===== src/design/hsv_to_rgb_with_brightness_cap_macros.svh =====
// Assertion macros shared by the color conversion RTL.
// Included by files that check their own logic; no other dependencies.
`ifndef HSV_TO_RGB_WITH_BRIGHTNESS_CAP_MACROS_SVH
`define HSV_TO_RGB_WITH_BRIGHTNESS_CAP_MACROS_SVH

`ifndef SYNTHESIS
// Same-cycle implication, disabled while reset is asserted.
`define HSVRGB_ASSERT_IMPL(label, clk, rst_n, ante, cons) \
    label: assert property (@(posedge clk) disable iff (!rst_n) (ante) |-> (cons)) \
        else $error("hsvrgb check failed");
// Next-cycle implication, disabled while reset is asserted.
`define HSVRGB_ASSERT_NEXT(label, clk, rst_n, ante, cons) \
    label: assert property (@(posedge clk) disable iff (!rst_n) (ante) |=> (cons)) \
        else $error("hsvrgb check failed");
`else
`define HSVRGB_ASSERT_IMPL(label, clk, rst_n, ante, cons)
`define HSVRGB_ASSERT_NEXT(label, clk, rst_n, ante, cons)
`endif

`endif


===== src/design/hsvrgb_pkg.sv =====
// Types, constants and helper functions for the HSV to RGB converter.
// No dependencies; used by the top level.
package hsvrgb_pkg;

    // Input transfer payload.
    typedef struct packed {
        logic [15:0] hue;
        logic [7:0]  saturation;
        logic [7:0]  value;
    } t_hsv;

    // Output transfer payload.
    typedef struct packed {
        logic [7:0] red;
        logic [7:0] green;
        logic [7:0] blue;
    } t_rgb;

    // 60-degree sectors of the color wheel, named by the hues they span.
    typedef enum logic [2:0] {
        SEC_RY = 3'd0,
        SEC_YG = 3'd1,
        SEC_GC = 3'd2,
        SEC_CB = 3'd3,
        SEC_BM = 3'd4,
        SEC_MR = 3'd5
    } t_sector;

    localparam logic [7:0]  CAP_RESET    = 8'd255;
    localparam logic [7:0]  FULL_SCALE   = 8'd255;
    localparam logic [8:0]  HUE_WRAP     = 9'd360;
    localparam logic [5:0]  SECTOR_SPAN  = 6'd60;
    // floor(hue * 182 / 2^16) is the hue quotient by 360, or one below it.
    localparam logic [7:0]  HUE_DIV_MUL  = 8'd182;
    // floor(x * 0x8081 / 2^23) equals floor(x / 255) for every 16-bit x.
    localparam logic [15:0] DIV255_MUL   = 16'h8081;
    // floor(z * 1118482 / 2^24) equals floor(z / 15) for every 20-bit z.
    localparam logic [20:0] DIV15_MUL    = 21'd1118482;

    // Q16 form of an 8-bit fraction of 255: n*257 plus one at full scale.
    function automatic logic [16:0] to_q16(input logic [7:0] n);
        logic [16:0] res;
        res = {1'b0, n, n} + 17'(n == FULL_SCALE);
        return res;
    endfunction

    // Q16 level to an 8-bit channel: floor(s * 255 / 2^16).
    function automatic logic [7:0] to_channel(input logic [16:0] s);
        logic [24:0] prod;
        prod = {s, 8'b0} - {8'b0, s};
        return prod[23:16];
    endfunction

endpackage


===== src/design/hsv_to_rgb_with_brightness_cap.sv =====
// HSV to RGB converter with a global brightness cap, six register stages.
// Throughput: one item per cycle; the pipeline holds only while a result waits on a stall.
// Reset (synchronous, active low) empties the pipeline and sets the cap to full scale.
// Depends on hsvrgb_pkg and the assertion macro header.
`include "hsv_to_rgb_with_brightness_cap_macros.svh"

module hsv_to_rgb_with_brightness_cap (
    input  logic               i_clk,
    input  logic               i_rst_n,
    input  logic               i_cfg_we,
    input  logic [7:0]         i_cfg_wdata,
    input  logic               i_valid,
    output logic               o_stall,
    input  hsvrgb_pkg::t_hsv   i_data,
    output logic               o_valid,
    input  logic               i_stall,
    output hsvrgb_pkg::t_rgb   o_data
);

    logic                r_cap;
    logic [7:0]          r_cap_val;
    logic [5:0]          r_vld;
    logic                w_adv;

    // Stage 1 registers.
    logic [15:0]         r1_hue;
    logic [7:0]          r1_hq;
    logic [16:0]         r1_sq;
    logic [15:0]         r1_vc;
    // Stage 2 registers.
    logic [7:0]          r2_capped;
    logic [8:0]          r2_h;
    logic [16:0]         r2_sq;
    // Stage 3 registers.
    logic [16:0]         r3_vq;
    logic [16:0]         r3_cq;
    hsvrgb_pkg::t_sector r3_sec;
    logic [5:0]          r3_t;
    // Stage 4 registers.
    logic [21:0]         r4_y;
    logic [16:0]         r4_cq;
    logic [16:0]         r4_mq;
    hsvrgb_pkg::t_sector r4_sec;
    // Stage 5 registers.
    logic [16:0]         r5_xq;
    logic [16:0]         r5_cq;
    logic [16:0]         r5_mq;
    hsvrgb_pkg::t_sector r5_sec;
    // Output register.
    hsvrgb_pkg::t_rgb    r_out;

    // Next values.
    logic [15:0]         n1_vc;
    logic [23:0]         w1_hprod;
    logic [16:0]         n1_sq;
    logic [31:0]         w2_cprod;
    logic [9:0]          w2_hraw;
    logic [8:0]          n2_h;
    logic [16:0]         n3_vq;
    logic [33:0]         w3_cprod;
    hsvrgb_pkg::t_sector n3_sec;
    logic [8:0]          w3_base;
    logic [5:0]          w3_f;
    logic [5:0]          n3_t;
    logic [21:0]         n4_y;
    logic [40:0]         w5_xprod;
    logic [16:0]         w6_rp;
    logic [16:0]         w6_gp;
    logic [16:0]         w6_bp;
    hsvrgb_pkg::t_rgb    n_out;

    // The pipeline moves unless a finished result is waiting on a stalled output.
    assign w_adv   = !r_vld[5] || !i_stall;
    assign o_stall = !w_adv;
    assign o_valid = r_vld[5];
    assign o_data  = r_out;

    // Brightness cap register; r_cap marks that a write was seen since reset.
    always_ff @(posedge i_clk) begin
        if (!i_rst_n) begin
            r_cap     <= 1'b0;
            r_cap_val <= hsvrgb_pkg::CAP_RESET;
        end else if (i_cfg_we) begin
            r_cap     <= 1'b1;
            r_cap_val <= i_cfg_wdata;
        end
    end

    // Valid bits travel with the data.
    always_ff @(posedge i_clk) begin
        if (!i_rst_n) begin
            r_vld <= '0;
        end else if (w_adv) begin
            r_vld <= {r_vld[4:0], i_valid};
        end
    end

    // Stage 1: value times cap, first hue quotient estimate, saturation in Q16.
    always_comb begin
        n1_vc    = 16'(i_data.value) * 16'(r_cap_val);
        w1_hprod = 24'(i_data.hue) * 24'(hsvrgb_pkg::HUE_DIV_MUL);
        n1_sq    = hsvrgb_pkg::to_q16(i_data.saturation);
    end

    // Stage 2: divide the capped product by 255, finish hue modulo 360.
    always_comb begin
        w2_cprod = 32'(r1_vc) * 32'(hsvrgb_pkg::DIV255_MUL);
        w2_hraw  = 10'(r1_hue - 16'(r1_hq * 16'(hsvrgb_pkg::HUE_WRAP)));
        if (w2_hraw >= 10'(hsvrgb_pkg::HUE_WRAP)) begin
            n2_h = 9'(w2_hraw - 10'(hsvrgb_pkg::HUE_WRAP));
        end else begin
            n2_h = w2_hraw[8:0];
        end
    end

    // Stage 3: value in Q16, chroma, sector and position inside it.
    always_comb begin
        n3_vq    = hsvrgb_pkg::to_q16(r2_capped);
        w3_cprod = 34'(n3_vq) * 34'(r2_sq);
        priority if (r2_h < 9'd60) begin
            n3_sec  = hsvrgb_pkg::SEC_RY;
            w3_base = 9'd0;
        end else if (r2_h < 9'd120) begin
            n3_sec  = hsvrgb_pkg::SEC_YG;
            w3_base = 9'd60;
        end else if (r2_h < 9'd180) begin
            n3_sec  = hsvrgb_pkg::SEC_GC;
            w3_base = 9'd120;
        end else if (r2_h < 9'd240) begin
            n3_sec  = hsvrgb_pkg::SEC_CB;
            w3_base = 9'd180;
        end else if (r2_h < 9'd300) begin
            n3_sec  = hsvrgb_pkg::SEC_BM;
            w3_base = 9'd240;
        end else begin
            n3_sec  = hsvrgb_pkg::SEC_MR;
            w3_base = 9'd300;
        end
        w3_f = 6'(r2_h - w3_base);
        // Odd sectors fall, even sectors rise.
        if (n3_sec[0]) begin
            n3_t = hsvrgb_pkg::SECTOR_SPAN - w3_f;
        end else begin
            n3_t = w3_f;
        end
    end

    // Stage 4: chroma times the sector position.
    assign n4_y = 22'(r3_cq) * 22'(r3_t);

    // Stage 5: divide by 60 as a shift by two and a reciprocal multiply by 15.
    assign w5_xprod = 41'(r4_y[21:2]) * 41'(hsvrgb_pkg::DIV15_MUL);

    // Stage 6: place chroma and secondary in their channels, add offset, scale.
    always_comb begin
        w6_rp = '0;
        w6_gp = '0;
        w6_bp = '0;
        unique case (r5_sec)
            hsvrgb_pkg::SEC_RY: begin
                w6_rp = r5_cq;
                w6_gp = r5_xq;
            end
            hsvrgb_pkg::SEC_YG: begin
                w6_rp = r5_xq;
                w6_gp = r5_cq;
            end
            hsvrgb_pkg::SEC_GC: begin
                w6_gp = r5_cq;
                w6_bp = r5_xq;
            end
            hsvrgb_pkg::SEC_CB: begin
                w6_gp = r5_xq;
                w6_bp = r5_cq;
            end
            hsvrgb_pkg::SEC_BM: begin
                w6_rp = r5_xq;
                w6_bp = r5_cq;
            end
            default: begin
                w6_rp = r5_cq;
                w6_bp = r5_xq;
            end
        endcase
        n_out.red   = hsvrgb_pkg::to_channel(w6_rp + r5_mq);
        n_out.green = hsvrgb_pkg::to_channel(w6_gp + r5_mq);
        n_out.blue  = hsvrgb_pkg::to_channel(w6_bp + r5_mq);
    end

    // Datapath registers, no reset.
    always_ff @(posedge i_clk) begin
        if (w_adv) begin
            r1_hue    <= i_data.hue;
            r1_hq     <= w1_hprod[23:16];
            r1_sq     <= n1_sq;
            r1_vc     <= n1_vc;
            r2_capped <= w2_cprod[30:23];
            r2_h      <= n2_h;
            r2_sq     <= r1_sq;
            r3_vq     <= n3_vq;
            r3_cq     <= w3_cprod[32:16];
            r3_sec    <= n3_sec;
            r3_t      <= n3_t;
            r4_y      <= n4_y;
            r4_cq     <= r3_cq;
            r4_mq     <= r3_vq - r3_cq;
            r4_sec    <= r3_sec;
            r5_xq     <= w5_xprod[40:24];
            r5_cq     <= r4_cq;
            r5_mq     <= r4_mq;
            r5_sec    <= r4_sec;
            r_out     <= n_out;
        end
    end

    // A stall toward the source only comes from a held result.
    `HSVRGB_ASSERT_IMPL(a_stall_needs_result, i_clk, i_rst_n, o_stall, o_valid)
    // An item in the last stage reaches the output when the pipeline moves.
    `HSVRGB_ASSERT_NEXT(a_last_stage_moves, i_clk, i_rst_n, r_vld[4] && w_adv, o_valid)
    // The hue is fully reduced after stage 2.
    `HSVRGB_ASSERT_IMPL(a_hue_reduced, i_clk, i_rst_n, r_vld[1], r2_h < 9'd360)
    // Secondary component never exceeds chroma.
    `HSVRGB_ASSERT_IMPL(a_x_below_c, i_clk, i_rst_n, r_vld[4], r5_xq <= r5_cq)
    // Without a cap write, the cap stays at full scale.
    `HSVRGB_ASSERT_IMPL(a_cap_default, i_clk, i_rst_n, !r_cap, r_cap_val == 8'd255)

endmodule

===== config.mk =====
export PLATFORM = sky130hd
export DESIGN_NAME = hsv_to_rgb_with_brightness_cap
export DESIGN_NICKNAME = d
export VERILOG_FILES = /design/src/design/hsvrgb_pkg.sv /design/src/design/hsv_to_rgb_with_brightness_cap.sv
export VERILOG_INCLUDE_DIRS = /design/src /design/src/design
export SDC_FILE = /design/constraint.sdc
export NUM_CORES = 2
export LEC_CHECK = 0
export BUFFER_PORTS_ARGS = -buffer_cell sky130_fd_sc_hd__buf_2
export CAP_MARGIN = 20
export CORE_ASPECT_RATIO = 1.75
export CORE_MARGIN = 4
export CORE_UTILIZATION = 55
export DETAILED_ROUTE_END_ITERATION = 8
export PLACE_DENSITY = 0.8
export SLEW_MARGIN = 20
export SYNTH_ARGS = -nofsm -noshare
export SYNTH_HDL_FRONTEND = slang
export SYNTH_SLANG_ARGS = --single-unit

===== constraint.sdc =====
create_clock -name i_clk -period 7.5 [get_ports i_clk]
set_input_delay 0 -clock i_clk [delete_from_list [all_inputs] [get_ports i_clk]]
set_output_delay 0 -clock i_clk [all_outputs]
set_load 0.01 [all_outputs]

==> reports/results.txt <==
The tool flagged a number of max-cap violations equal to 0. The netlist uses 75 different library cells. The worst hold path belongs to the class input pin to register. From bottom edge to top edge, the die measures 337 µm. Routability-driven placement finished with a final weighted congestion of 0.955. In the post-synthesis netlist, the biggest area contributors are fa_1 (23%), edfxtp_1 (23%), ha_1 (19%). Number of slew-limit violations in the final report: 0.

The run finished with clean final reports. In the synthesized netlist the async set-or-reset flop fraction comes to 0%. Global routing used 25.0% of the available tracks across all layers. The wire length per cell after detailed routing is 18.8 µm.

The kind of capture point of the worst setup path was a register. In this run, the number of DRC markers left after iteration 0 of detailed routing was 1056. For the number of antenna violations at the first check in global routing, the log shows 0. The logs give 21.3 ps for the setup clock skew after layout and 23.9% for the sequential element share of the synthesized area.

Along the worst path, the maximum fanout reaches 16. The tools report the final number of setup-violating endpoints as 0. The worst setup path is launched from a register. Clock-pin slew was measured on the worst setup and hold paths at 70 ps. TritonCTS built the clock tree. Once layout is complete, the cells apart from fillers number 4333. The number of global-route vias before repair is 26.7k.

The count of TritonRoute iterations in the first routing pass came out at 7. The largest total area in the synthesized netlist belongs to fa_1. Summed over its instances, the top area cell type makes up 23.3% of the synthesized netlist area. Dominant synthesized flop cell: edfxtp_1.

The core area came out at 61300 µm². The cell area that synthesis handed to floorplanning was 34100 µm². The number of hold-slack violations in the final timing report is 0. The part of the cycle the worst path needs is 95.4%, and the detailed-route via count is 24.5k.

The classification of the worst setup path was register to register. Pin placement for this block handled 71 I/O pins. The first global-routing pass estimated 132 mm of wire. The critical path required time is 7830 ps. After detailed placement, the design holds a cell count of 4224. Dominant cell by count in the synthesized netlist: inv_1. The cell count after synthesis came out at 3395.

The run gives 1 as the maximum level of the CTS H-tree. Entering global routing, the biggest net connects 203 pins. After routing, the total negative slack on setup checks comes to 0 ps. Port buffering added 70 buffers.

Cells fill 60.5% of the core in the end. Data on the critical path arrives at its endpoint at 7480 ps. The number of nets in the synthesized netlist is 4364.

The count of nets left with antenna violations once routing finished came out at 0. The clock buffer count from CTS was 29. Clock tree synthesis found a total of 276 sinks. By count the netlist is led by inv_1 (711), ha_1 (527), fa_1 (397). The clock reaches the later pin of the worst-skew pair after 590 ps.

For the finished layout, the period the worst path requires is 7150 ps. The Yosys step of the flow raised 0 warnings. Using the TritonRoute via totals, the vias-per-cell ratio works out to 5.66. Synthesis inferred 276 register bits.

The longest clock path from root to sink contains 3 buffers. After global routing the overflow that remains totals 0. The overall routed net length was 81.4 mm.

The headroom to the max-slew limit came out at 26.7%. Clock tree synthesis selected as its root buffer the cell clkbuf_16. Summed over all nets, the half-perimeter wirelength after detailed placement is 65.3 mm. Setup repair after global routing left no endpoint under its margin. The layout has 4959 filler cells. The final net count is 4486.

From left edge to right edge, the die measures 196 µm. Counting flops with a built-in enable in the synthesized netlist gives 262. The transition time at the pin with the least slew margin is 1100 ps, and the number of design rule violations left after detail routing is 0. The floorplan die area came out at 66200 µm². The share of cells above drive strength 1 is 5.57%, and the timing-limited maximum frequency is 0.140 GHz. In this run the core area contains 120 standard-cell rows.

The area growth from synthesis to layout is 8.69%. The mean cell area of the mapped netlist came out at 10.0 µm². The initial utilization of the core area, before any placement, comes to 55.6%.
## placed cells by master, fill, tap and decap left out, drive strengths merged, types with 30 or more instances in the layout
cell type,n
a21o,48
a21oi,111
a22o,32
and2,98
and3,120
buf,117
clkbuf,30
dlygate4sd3,51
edfxtp,262
fa,397
ha,527
inv,721
nand2,341
nor2,97
nor3,41
o21ai,61
xnor2,123
xor2,52
## layout make-up
| cell class | instances | area, µm² | area share (%) |
|---|---|---|---|
| tap | 793 | 992 | 2.68 |
| sequential | 276 | 8150 | 22.0 |
| timing repair buffer | 168 | 1240 | 3.35 |
| clock inverter | 23 | 234 | 0.632 |
| clock buffer | 30 | 729 | 1.97 |
| multi-input combinational | 2331 | 23000 | 62.2 |
| antenna | 1 | 2.50 | 0.00676 |
| inverter | 711 | 2670 | 7.21 |
## routing by layer
layer	global-route usage, %	share of wire [%]	up-vias
li1	-	-	11371
met1	23.6	31	11876
met2	48.2	54	880
met3	3.32	5.3	405
met4	18.4	9.2	0
met5	0	0	-
## final timing paths
| check | start | end | slack, ps | cells after the start |
|---|---|---|---|---|
| worst max register to register | r2_capped[5] | r3_cq[15] | 350 | 27 |
| worst min-delay path | i_data[31] | r1_hq[6] | 70 | 4 |
| worst max-delay path | r2_capped[5] | r3_cq[15] | 350 | 27 |
| worst min register to register | r1_sq[7] | r2_sq[7] | 410 | 0 |
## cell families (layout without fill, tap and decap cells)
family | after synthesis | in the layout | synth area share [%]
AND/OR/NAND/NOR | 811 | 813 | 11.6
adder cells (fa/ha/maj) | 924 | 924 | 42.7
flip-flops | 276 | 276 | 23.9
AO/OA/AOI/OAI | 407 | 407 | 8.23
buffers and inverters | 790 | 932 | 8.70
XOR/XNOR | 175 | 175 | 4.50
other | 0 | 1 | 0
multiplexers | 12 | 12 | 0.360
## timing repair
| action | CTS | global route |
|---|---|---|
| endpoints found under the setup margin | 0 | 5 |
| resized for setup | 0 | 8 |
| endpoints found under the hold margin | 42 | 0 |
| setup buffers | 0 | 2 |
| hold buffers | 51 | 0 |
## stage by stage
stage,hold WS (ps),worst slack [ps],cell area [µm²]
finish,68.3,347,37000
global route,103,85.1,37000
CTS,41.7,166,37000
detailed placement,220,211,35500
global placement,214,280,35500
floorplan,98.9,372,34100
## state kept, by name, summed over array words and instances, names as in the netlist, 10 cells and up
| signal | count |
|---|---|
| o_data | 24 |
| r1_hue | 10 |
| r1_sq | 17 |
| r1_vc | 16 |
| r2_sq | 17 |
| r3_cq | 17 |
| r3_vq | 17 |
| r4_cq | 17 |
| r4_mq | 17 |
| r4_y | 20 |
| r5_cq | 17 |
| r5_mq | 17 |
| r5_xq | 17 |
## worst max-delay path, stage by stage (launching register included)
cell and delay [ps]:
edfxtp_1 360, nand4_1 130, buf_4 170, or2_4 320, and3_1 220, fa_1 530, inv_1 60, fa_1 500
fa_1 520, inv_1 50, fa_1 470, fa_1 540, inv_1 60, fa_1 520, inv_1 40, ha_1 310
nand4_1 190, o221ai_2 160, a211oi_2 210, o21bai_1 80, buf_4 150, a41oi_1 210, buf_4 180, a21oi_1 110
a211o_1 320, a21o_1 220, a21oi_1 180, xnor2_1 80
Power is not shown: default switching activity piles up to over one toggle a cycle in this logic, so the estimate is an artifact.
